===== src/hdl/mmc_pkg.sv =====
package mmc_pkg;

   // fixed field widths
   localparam int MODE_W    = 2;
   localparam int ROW_W     = 3;
   localparam int COL_W     = 3;
   localparam int VALUE_W   = 32;
   localparam int DIM_W     = 4;
   localparam int CSR_IDX_W = 2;

   // defaults for the top level parameters
   localparam int DEFAULT_MAX_DIM   = 8;
   localparam int DEFAULT_FRAC_BITS = 16;

   // request modes
   localparam logic [MODE_W-1:0] MODE_WRITE_A = 2'd0;
   localparam logic [MODE_W-1:0] MODE_WRITE_B = 2'd1;
   localparam logic [MODE_W-1:0] MODE_COMPUTE = 2'd2;

   // configuration register indexes
   localparam logic [CSR_IDX_W-1:0] REG_A_ROWS     = 2'd0;
   localparam logic [CSR_IDX_W-1:0] REG_INNER_SIZE = 2'd1;
   localparam logic [CSR_IDX_W-1:0] REG_B_COLS     = 2'd2;

   // result status codes
   localparam logic STATUS_OK    = 1'b0;
   localparam logic STATUS_RANGE = 1'b1;

   typedef struct packed {
      logic [MODE_W-1:0]         mode;
      logic [ROW_W-1:0]          row;
      logic [COL_W-1:0]          col;
      logic signed [VALUE_W-1:0] value;
   } req_word_type;

   typedef struct packed {
      logic [ROW_W-1:0]          row_res;
      logic [COL_W-1:0]          col_res;
      logic signed [VALUE_W-1:0] value_res;
      logic                      last;
      logic                      status;
   } rsp_word_type;

   // controller to datapath
   typedef struct packed {
      logic             wr_a;
      logic             wr_b;
      logic             rd_en;
      logic             rd_first;
      logic [ROW_W-1:0] rd_row;
      logic [COL_W-1:0] rd_k;
      logic [COL_W-1:0] rd_col;
      logic             emit_res;
      logic             emit_err;
      logic [ROW_W-1:0] res_row;
      logic [COL_W-1:0] res_col;
      logic             res_last;
   } mmc_cmd_type;

   // datapath to controller
   typedef struct packed {
      logic pipe_busy;
      logic out_free;
   } mmc_sts_type;

endpackage


===== src/hdl/mmc_ctrl.sv =====
module mmc_ctrl #(
   parameter int MAX_DIM = mmc_pkg::DEFAULT_MAX_DIM
) (
   input  logic                             clock,
   input  logic                             reset,
   input  logic                             req_valid,
   output logic                             req_ready,
   input  mmc_pkg::req_word_type            req_word,
   input  logic                             csr_we,
   input  logic [mmc_pkg::CSR_IDX_W-1:0]    csr_index,
   input  logic [mmc_pkg::DIM_W-1:0]        csr_wdata,
   input  mmc_pkg::mmc_sts_type             sts,
   output mmc_pkg::mmc_cmd_type             cmd
);
   import mmc_pkg::*;

   localparam int IDX_W = $clog2(MAX_DIM);

   localparam logic [2:0] ST_IDLE  = 3'd0;
   localparam logic [2:0] ST_RUN   = 3'd1;
   localparam logic [2:0] ST_DRAIN = 3'd2;
   localparam logic [2:0] ST_EMIT  = 3'd3;
   localparam logic [2:0] ST_ERR   = 3'd4;

   logic [2:0]       state_ff, state_in;
   logic [DIM_W-1:0] a_rows_ff, inner_ff, b_cols_ff;
   logic [DIM_W-1:0] dim_clamped;
   logic [IDX_W-1:0] i_ff, i_in, j_ff, j_in, k_ff, k_in;
   logic [ROW_W-1:0] err_row_ff, err_row_in;
   logic [COL_W-1:0] err_col_ff, err_col_in;
   logic             accept;
   logic             in_range;
   logic [DIM_W-1:0] rlim, clim;
   logic             i_last, j_last, k_last;

   // size registers saturate into 1..MAX_DIM
   always_comb begin
      priority if (csr_wdata == '0) begin
         dim_clamped = DIM_W'(1);
      end else if (csr_wdata > DIM_W'(MAX_DIM)) begin
         dim_clamped = DIM_W'(MAX_DIM);
      end else begin
         dim_clamped = csr_wdata;
      end
   end

   always_ff @(posedge clock) begin
      if (reset) begin
         a_rows_ff <= DIM_W'(MAX_DIM);
         inner_ff  <= DIM_W'(MAX_DIM);
         b_cols_ff <= DIM_W'(MAX_DIM);
      end else if (csr_we) begin
         if (csr_index == REG_A_ROWS) begin
            a_rows_ff <= dim_clamped;
         end
         if (csr_index == REG_INNER_SIZE) begin
            inner_ff <= dim_clamped;
         end
         if (csr_index == REG_B_COLS) begin
            b_cols_ff <= dim_clamped;
         end
      end
   end

   assign req_ready = (state_ff == ST_IDLE);
   assign accept    = req_valid && req_ready;

   assign rlim     = (req_word.mode == MODE_WRITE_A) ? a_rows_ff : inner_ff;
   assign clim     = (req_word.mode == MODE_WRITE_A) ? inner_ff : b_cols_ff;
   assign in_range = (DIM_W'(req_word.row) < rlim) && (DIM_W'(req_word.col) < clim);

   assign i_last = (DIM_W'(i_ff) + DIM_W'(1)) == a_rows_ff;
   assign j_last = (DIM_W'(j_ff) + DIM_W'(1)) == b_cols_ff;
   assign k_last = (DIM_W'(k_ff) + DIM_W'(1)) == inner_ff;

   always_comb begin
      state_in   = state_ff;
      i_in       = i_ff;
      j_in       = j_ff;
      k_in       = k_ff;
      err_row_in = err_row_ff;
      err_col_in = err_col_ff;

      cmd          = '0;
      cmd.rd_row   = ROW_W'(i_ff);
      cmd.rd_k     = COL_W'(k_ff);
      cmd.rd_col   = COL_W'(j_ff);
      cmd.rd_first = (k_ff == '0);
      cmd.res_row  = ROW_W'(i_ff);
      cmd.res_col  = COL_W'(j_ff);
      cmd.res_last = i_last && j_last;

      unique case (state_ff)
         ST_IDLE: begin
            if (accept) begin
               priority if (req_word.mode == MODE_WRITE_A ||
                            req_word.mode == MODE_WRITE_B) begin
                  if (in_range) begin
                     cmd.wr_a = (req_word.mode == MODE_WRITE_A);
                     cmd.wr_b = (req_word.mode == MODE_WRITE_B);
                  end else begin
                     err_row_in = req_word.row;
                     err_col_in = req_word.col;
                     state_in   = ST_ERR;
                  end
               end else if (req_word.mode == MODE_COMPUTE) begin
                  i_in     = '0;
                  j_in     = '0;
                  k_in     = '0;
                  state_in = ST_RUN;
               end else begin
                  state_in = ST_IDLE;
               end
            end
         end
         ST_RUN: begin
            cmd.rd_en = 1'b1;
            if (k_last) begin
               k_in     = '0;
               state_in = ST_DRAIN;
            end else begin
               k_in = k_ff + IDX_W'(1);
            end
         end
         ST_DRAIN: begin
            if (!sts.pipe_busy) begin
               state_in = ST_EMIT;
            end
         end
         ST_EMIT: begin
            if (sts.out_free) begin
               cmd.emit_res = 1'b1;
               if (j_last) begin
                  j_in = '0;
                  if (i_last) begin
                     state_in = ST_IDLE;
                  end else begin
                     i_in     = i_ff + IDX_W'(1);
                     state_in = ST_RUN;
                  end
               end else begin
                  j_in     = j_ff + IDX_W'(1);
                  state_in = ST_RUN;
               end
            end
         end
         ST_ERR: begin
            cmd.res_row = err_row_ff;
            cmd.res_col = err_col_ff;
            if (sts.out_free) begin
               cmd.emit_err = 1'b1;
               state_in     = ST_IDLE;
            end
         end
         default: begin
            state_in = ST_IDLE;
         end
      endcase
   end

   always_ff @(posedge clock) begin
      if (reset) begin
         state_ff <= ST_IDLE;
         i_ff     <= '0;
         j_ff     <= '0;
         k_ff     <= '0;
      end else begin
         state_ff <= state_in;
         i_ff     <= i_in;
         j_ff     <= j_in;
         k_ff     <= k_in;
      end
   end

   always_ff @(posedge clock) begin
      err_row_ff <= err_row_in;
      err_col_ff <= err_col_in;
   end

endmodule


===== config.mk =====
export PLATFORM = sky130hd
export DESIGN_NAME = mmc_ctrl
export DESIGN_NICKNAME = d
export VERILOG_FILES = /design/src/hdl/mmc_pkg.sv /design/src/hdl/mmc_ctrl.sv
export SDC_FILE = /design/constraint.sdc
export NUM_CORES = 1
export LEC_CHECK = 0
export ABC_AREA = 1
export BUFFER_PORTS_ARGS = -buffer_cell sky130_fd_sc_hd__buf_2
export CAP_MARGIN = 25
export CELL_PAD_IN_SITES_DETAIL_PLACEMENT = 0
export CELL_PAD_IN_SITES_GLOBAL_PLACEMENT = 1
export CORE_UTILIZATION = 29
export DETAILED_ROUTE_END_ITERATION = 8
export PLACE_DENSITY_LB_ADDON = 0.1
export SLEW_MARGIN = 10
export SYNTH_ARGS = -nofsm -noshare
export SYNTH_HDL_FRONTEND = slang
export SYNTH_SLANG_ARGS = --single-unit

===== constraint.sdc =====
create_clock -name clock -period 4.2 [get_ports clock]
set_input_delay 0.84 -clock clock [delete_from_list [all_inputs] [get_ports clock]]
set_output_delay 0.84 -clock clock [all_outputs]
set_load 0.05 [all_outputs]

## Word-level counts from Yosys, hierarchy flattened

Cells that the tools add are included.

- Flip-flop bits (word level): 30
- Input bits: 52
- Output and inout port bits: 23
- Word-level logic and storage cells: 94

- Add/subtract/negate cells: 6
- $lt $le $gt $ge: 3
- Equality and inequality tests: 21
- Mux-type cells: 35
- Bitwise gates (word level): 1
- Reductions and logical operators: 19

Operator list:

| kind | count |
|---|---|
| 3-bit 2-to-1 mux | 17 |
| 3-bit case mux with 2 select lines | 3 |
| 4-bit 2-to-1 mux | 4 |
| 3-bit case mux with 5 select lines | 1 |
| 2-bit != test (second input constant) | 7 |
| 3-bit by 1-bit adder with 4-bit output (second input constant) | 3 |
| 4-bit == test | 3 |
| 3-bit by 1-bit adder with 3-bit output (second input constant) | 3 |
| 3-bit by 4-bit < comparator with 1-bit output | 2 |
| 2-bit 2-to-1 mux | 4 |
| 4-bit AND reduction | 2 |
| 7-bit 2-to-1 mux | 1 |
| 7-bit AND reduction | 1 |
| 3-bit by 2-bit == test with 1-bit output (second input constant) | 2 |
| 3-bit zero test | 2 |
| 2-bit AND reduction | 3 |
| 6-bit AND reduction | 1 |
| 1-bit 2-to-1 mux | 5 |
| 5-bit AND reduction | 1 |
| 2-bit by 1-bit == test with 1-bit output (second input constant) | 2 |
| 2-bit == test (second input constant) | 2 |
| 4-bit greater-than comparator (second input constant) | 1 |
| 2-bit zero test | 2 |
| 4-bit zero test | 1 |
| 8 further kinds | 12 |

## Longest topological paths before layout

- Depth in word-level cells: 8
- Gate-level depth with buffers: 13
- Depth with buffers taken out: 13

## Worst setup path before layout

OpenSTA, ideal clock, no wires.

- Kind: input -> output
- From: in req_word[39] (netlist name)
- To: out cmd[20] (netlist name)
- Arrival: 2886 ps
- Required time: 3360 ps
- Path slack: 474 ps
- Stages: 9
- Path buffers: 1
- Cells stage by stage: nor2_2 > buf_4 > nand2_1 > o21ai_0 > ha_1 > o211a_1 > nand2_1 > nand3_1 > nor3_1

RTL lines:

| what | RTL line | text |
|---|---|---|
| start: declaration | mmc_ctrl.sv:8 | `input mmc_pkg::req_word_type req_word,` |
| end: declaration | mmc_ctrl.sv:13 | `output mmc_pkg::mmc_cmd_type cmd` |

==> results.tsv <==
stage	metric	value	unit
run_status	outcome	finished clean	
cts	Setup Fix Bufs, Post-CTS	0	
min_path	Hold Startpoint	b_cols_ff[2]$_SDFFE_PP0P_	
die	number of I/O pins	75	
cts	CTS Buffer Depth	2	
cells_and_area	multi-input logic area	0.001051	mm²
critical_path	delay-heaviest family, CP	simple AND/OR/NAND/NOR gates	
cells_and_area	area grow syn2layout	19.44	%
routing	final WL	5003	µm
min_path	Hold Path Depth	2	
sta	Fin Hold WS	0.5225	ns
routing	WL/cell	12.20	µm
placed_design	Port Buffers	42	
critical_path	largest stage delay on the critical path	0.40	ns
cts	clock transition at the registers of the reported paths	0.06	ns
cts	CTS tree	yes	
cells_and_area	FF/Latch Area	660.6	µm²
critical_path	worst-path cell chain	buf_2 -> nor2_2 -> o21ai_0 -> ha_1 -> o211a_1 -> nand2_1 -> nand3_1 -> nor3_1 -> buf_2	
min_path	worst hold path endpoint	b_cols_ff[2]$_SDFFE_PP0P_	
routing	residual DRC count	0	
die	row cnt	29	
critical_path	Slowest-stage cell, CP	nor2_2	
critical_path	Startpoint Class	input pin	
critical_path	R2R setup slack	2.26	ns
sta	post-layout min period	3.486	ns
critical_path	WP data arrival	2.65	ns
cells_and_area	layout cells sized above 1	18.92	%
cells_and_area	number of fillers in the final layout	729	
placed_design	Place WS	0.6903	ns
logic_synthesis	top post-synthesis cells by area	dfxtp_1 (25%), nand2_1 (16%), inv_1 (9.6%), edfxtp_1 (9.4%), o21ai_0 (5.7%)	
global_routing	pin count of the biggest net entering global routing	20	
logic_synthesis	synthesized area	0.001918	mm²
power_and_ir_drop	LEAKAGE	1.171	nW
die	Core ar.	0.006350	mm²
logic_synthesis	Mapped Nets	346	
sta	Pins Over Slew Limit	0	
power_and_ir_drop	pwr/cell area	486.4	mW/mm²
power_and_ir_drop	Peak VDD IR	0.2235	mV
die	Initial Util	30.21	%
cts	CTS sink count	30	
logic_synthesis	Syn Inst Count	286	
die	die area	0.006943	mm²
logic_synthesis	top cell type's share of synthesized area	25.05	%
global_routing	initial antenna violation count	0	
sta	worst slew pin tran	0.7551	ns
logic_synthesis	most common cell in the netlist	nand2_1	
logic_synthesis	Synth Register Bits	30	
logic_synthesis	Main synth FF type	dfxtp_1	
critical_path	crit end category	output pin	
sta	# setup viols final	0	
global_routing	first-pass GRT wire length	8763	µm
critical_path	Most common cell on crit path	buf_2	
critical_path	reg2reg start	inner_ff[2]$_SDFFE_PP0P_	
logic_synthesis	fraction of registers with async set/reset	0	%
routing	DRT iter0 DRCs	31	
sta	Max Fclk	286.8	MHz
cts	count of hold-fix buffers inserted at cts	0	
routing	DR vias/cell	4.520	
routing	drt pass-1 iters	4	
critical_path	Buf+Inv Stages, Crit Path	2	
routing	post-route ant nets	0	
cts	Worst-Skew Late Latency	0.28	ns
cells_and_area	fin util	36.08	%
sta	Final WS setup	0.7136	ns
placed_design	routability cong.	0.7714	
cts	clock root cell	clkbuf_8	
sta	max_slew headroom	49.28	%
global_routing	number of global-route vias before repair	1756	
logic_synthesis	top cells by instance count after synthesis	nand2_1 (82), inv_1 (49), dfxtp_1 (24), o21ai_0 (22), nor2_1 (20)	
cts	cts bufs inserted	5	
sta	Final Skew	0.005681	ns
critical_path	Req. time, crit path	3.36	ns
min_path	HP Class	reg -> reg	
cts	# H-tree levels	2	
critical_path	kind of critical path	in -> out	
critical_path	Critical Path Stages	9	
sta	setup TNS	0	ns
sta	RSZ-0062 raised after global routing	false	
critical_path	FF-to-FF path depth	9	
cts	post-CTS resize count	0	
die	Horiz. Die Dim	83.33	µm
logic_synthesis	Yosys warning total	0	
cells_and_area	ant diodes	0	
global_routing	GRT Total Usage	16.01	%
run	number of max-cap violations	0	
logic_synthesis	Yosys top cell by area	dfxtp_1	
critical_path	CP Max Fanout	14	
global_routing	total congestion overflow	0	
critical_path	r2r endpoint	err_col_ff[2]$_DFFE_PP_	
logic_synthesis	synthesized area per cell	6.707	µm²
die	Die Y	83.33	µm
sta	crit share post-route	83.01	%
placed_design	Detailed Place HPWL	4076	µm
logic_synthesis	register area share after synthesis	34.44	%
logic_synthesis	EDFF count, synth	6	
cells_and_area	nets	392	
routing	routed via count	1853	
sta	Final Hold Viols	0	
logic_synthesis	post-synth cell types	27	
-- registers in the layout (all words and copies together), names as in the netlist --
name and count:
j_ff 3, err_row_ff 3, i_ff 3, err_col_ff 3, state_ff 3, a_rows_ff 4, k_ff 3, inner_ff 4
b_cols_ff 4
-- cell type report --
class                      instances  area share [%]
clock buffer                       6           3.168
timing repair buffer              42           9.175
multi-input combinational        202           45.88
inverter                          51           8.356
sequential                        30           28.84
clock inverter                     2          0.3823
tap                               77           4.205
-- metal layers --
metal	wire, µm	GRT usage (%)	vias up
li1	-	-	1000
met1	2639	21.96	806
met2	2114	24.89	41
met3	185	3.777	6
met4	63	4.702	0
met5	0	0	-
-- cell usage in the layout, fill, tap and decap left out, types with 2 or more instances in the layout --
master	count
nor3_1	4
a21oi_1	17
nor3_2	2
ha_1	8
o211ai_1	6
nor2_1	20
nand2_2	3
xor2_1	6
inv_1	49
nor2_2	4
nand4_1	3
o21ai_0	22
nand3_1	12
o211a_1	2
xnor2_1	5
clkbuf_8	5
inv_2	2
edfxtp_1	6
nand2_1	82
dfxtp_1	24
buf_2	42
-- worst register-to-register path, stage by stage, from the launching register on --
cell and delay [ns]:
dfxtp_1 0.41, inv_1 0.09, nand2_1 0.07, o21ai_0 0.08, ha_1 0.29, o211a_1 0.15
nand2_1 0.07, nand3_1 0.17, nand2_1 0.11, inv_1 0.20
-- worst max-delay path by stage --
stage            startpoint  endpoint
3_3_place_gp   req_word[39]   cmd[21]
2_1_floorplan  req_word[39]   cmd[20]
5_1_grt        req_word[39]   cmd[21]
3_5_place_dp   req_word[39]   cmd[20]
4_1_cts        req_word[39]   cmd[20]
6_report       req_word[39]   cmd[21]
-- report_power, final --
group,switching [W],internal [W],total (W)
Clock,0.000110,0.000114,0.000224
Sequential,0.0000366,0.000326,0.000363
Combinational,0.000376,0.000151,0.000527
Total,0.000523,0.000591,0.00111
-- per-stage QoR --
stage,std cells,power (W),area (µm²)
after floorplan,286,0.0007776,1918
after global placement,402,0.0008982,2210
after detailed placement,402,0.0008969,2210
after CTS,410,0.001126,2291
after global routing,410,0.001215,2291
final,410,0.001114,2291
-- cell families after synthesis --
family | Yosys count | share of synthesized area (%)
xor gates and xnor gates | 11 | 5.023
and+or+nand+nor | 134 | 30.27
AOI/OAI and AO/OA | 49 | 14.29
buffers and inverters | 54 | 10.76
DFF | 30 | 34.44
adders and majority gates | 8 | 5.219
Power figures use the tool's default switching activity.
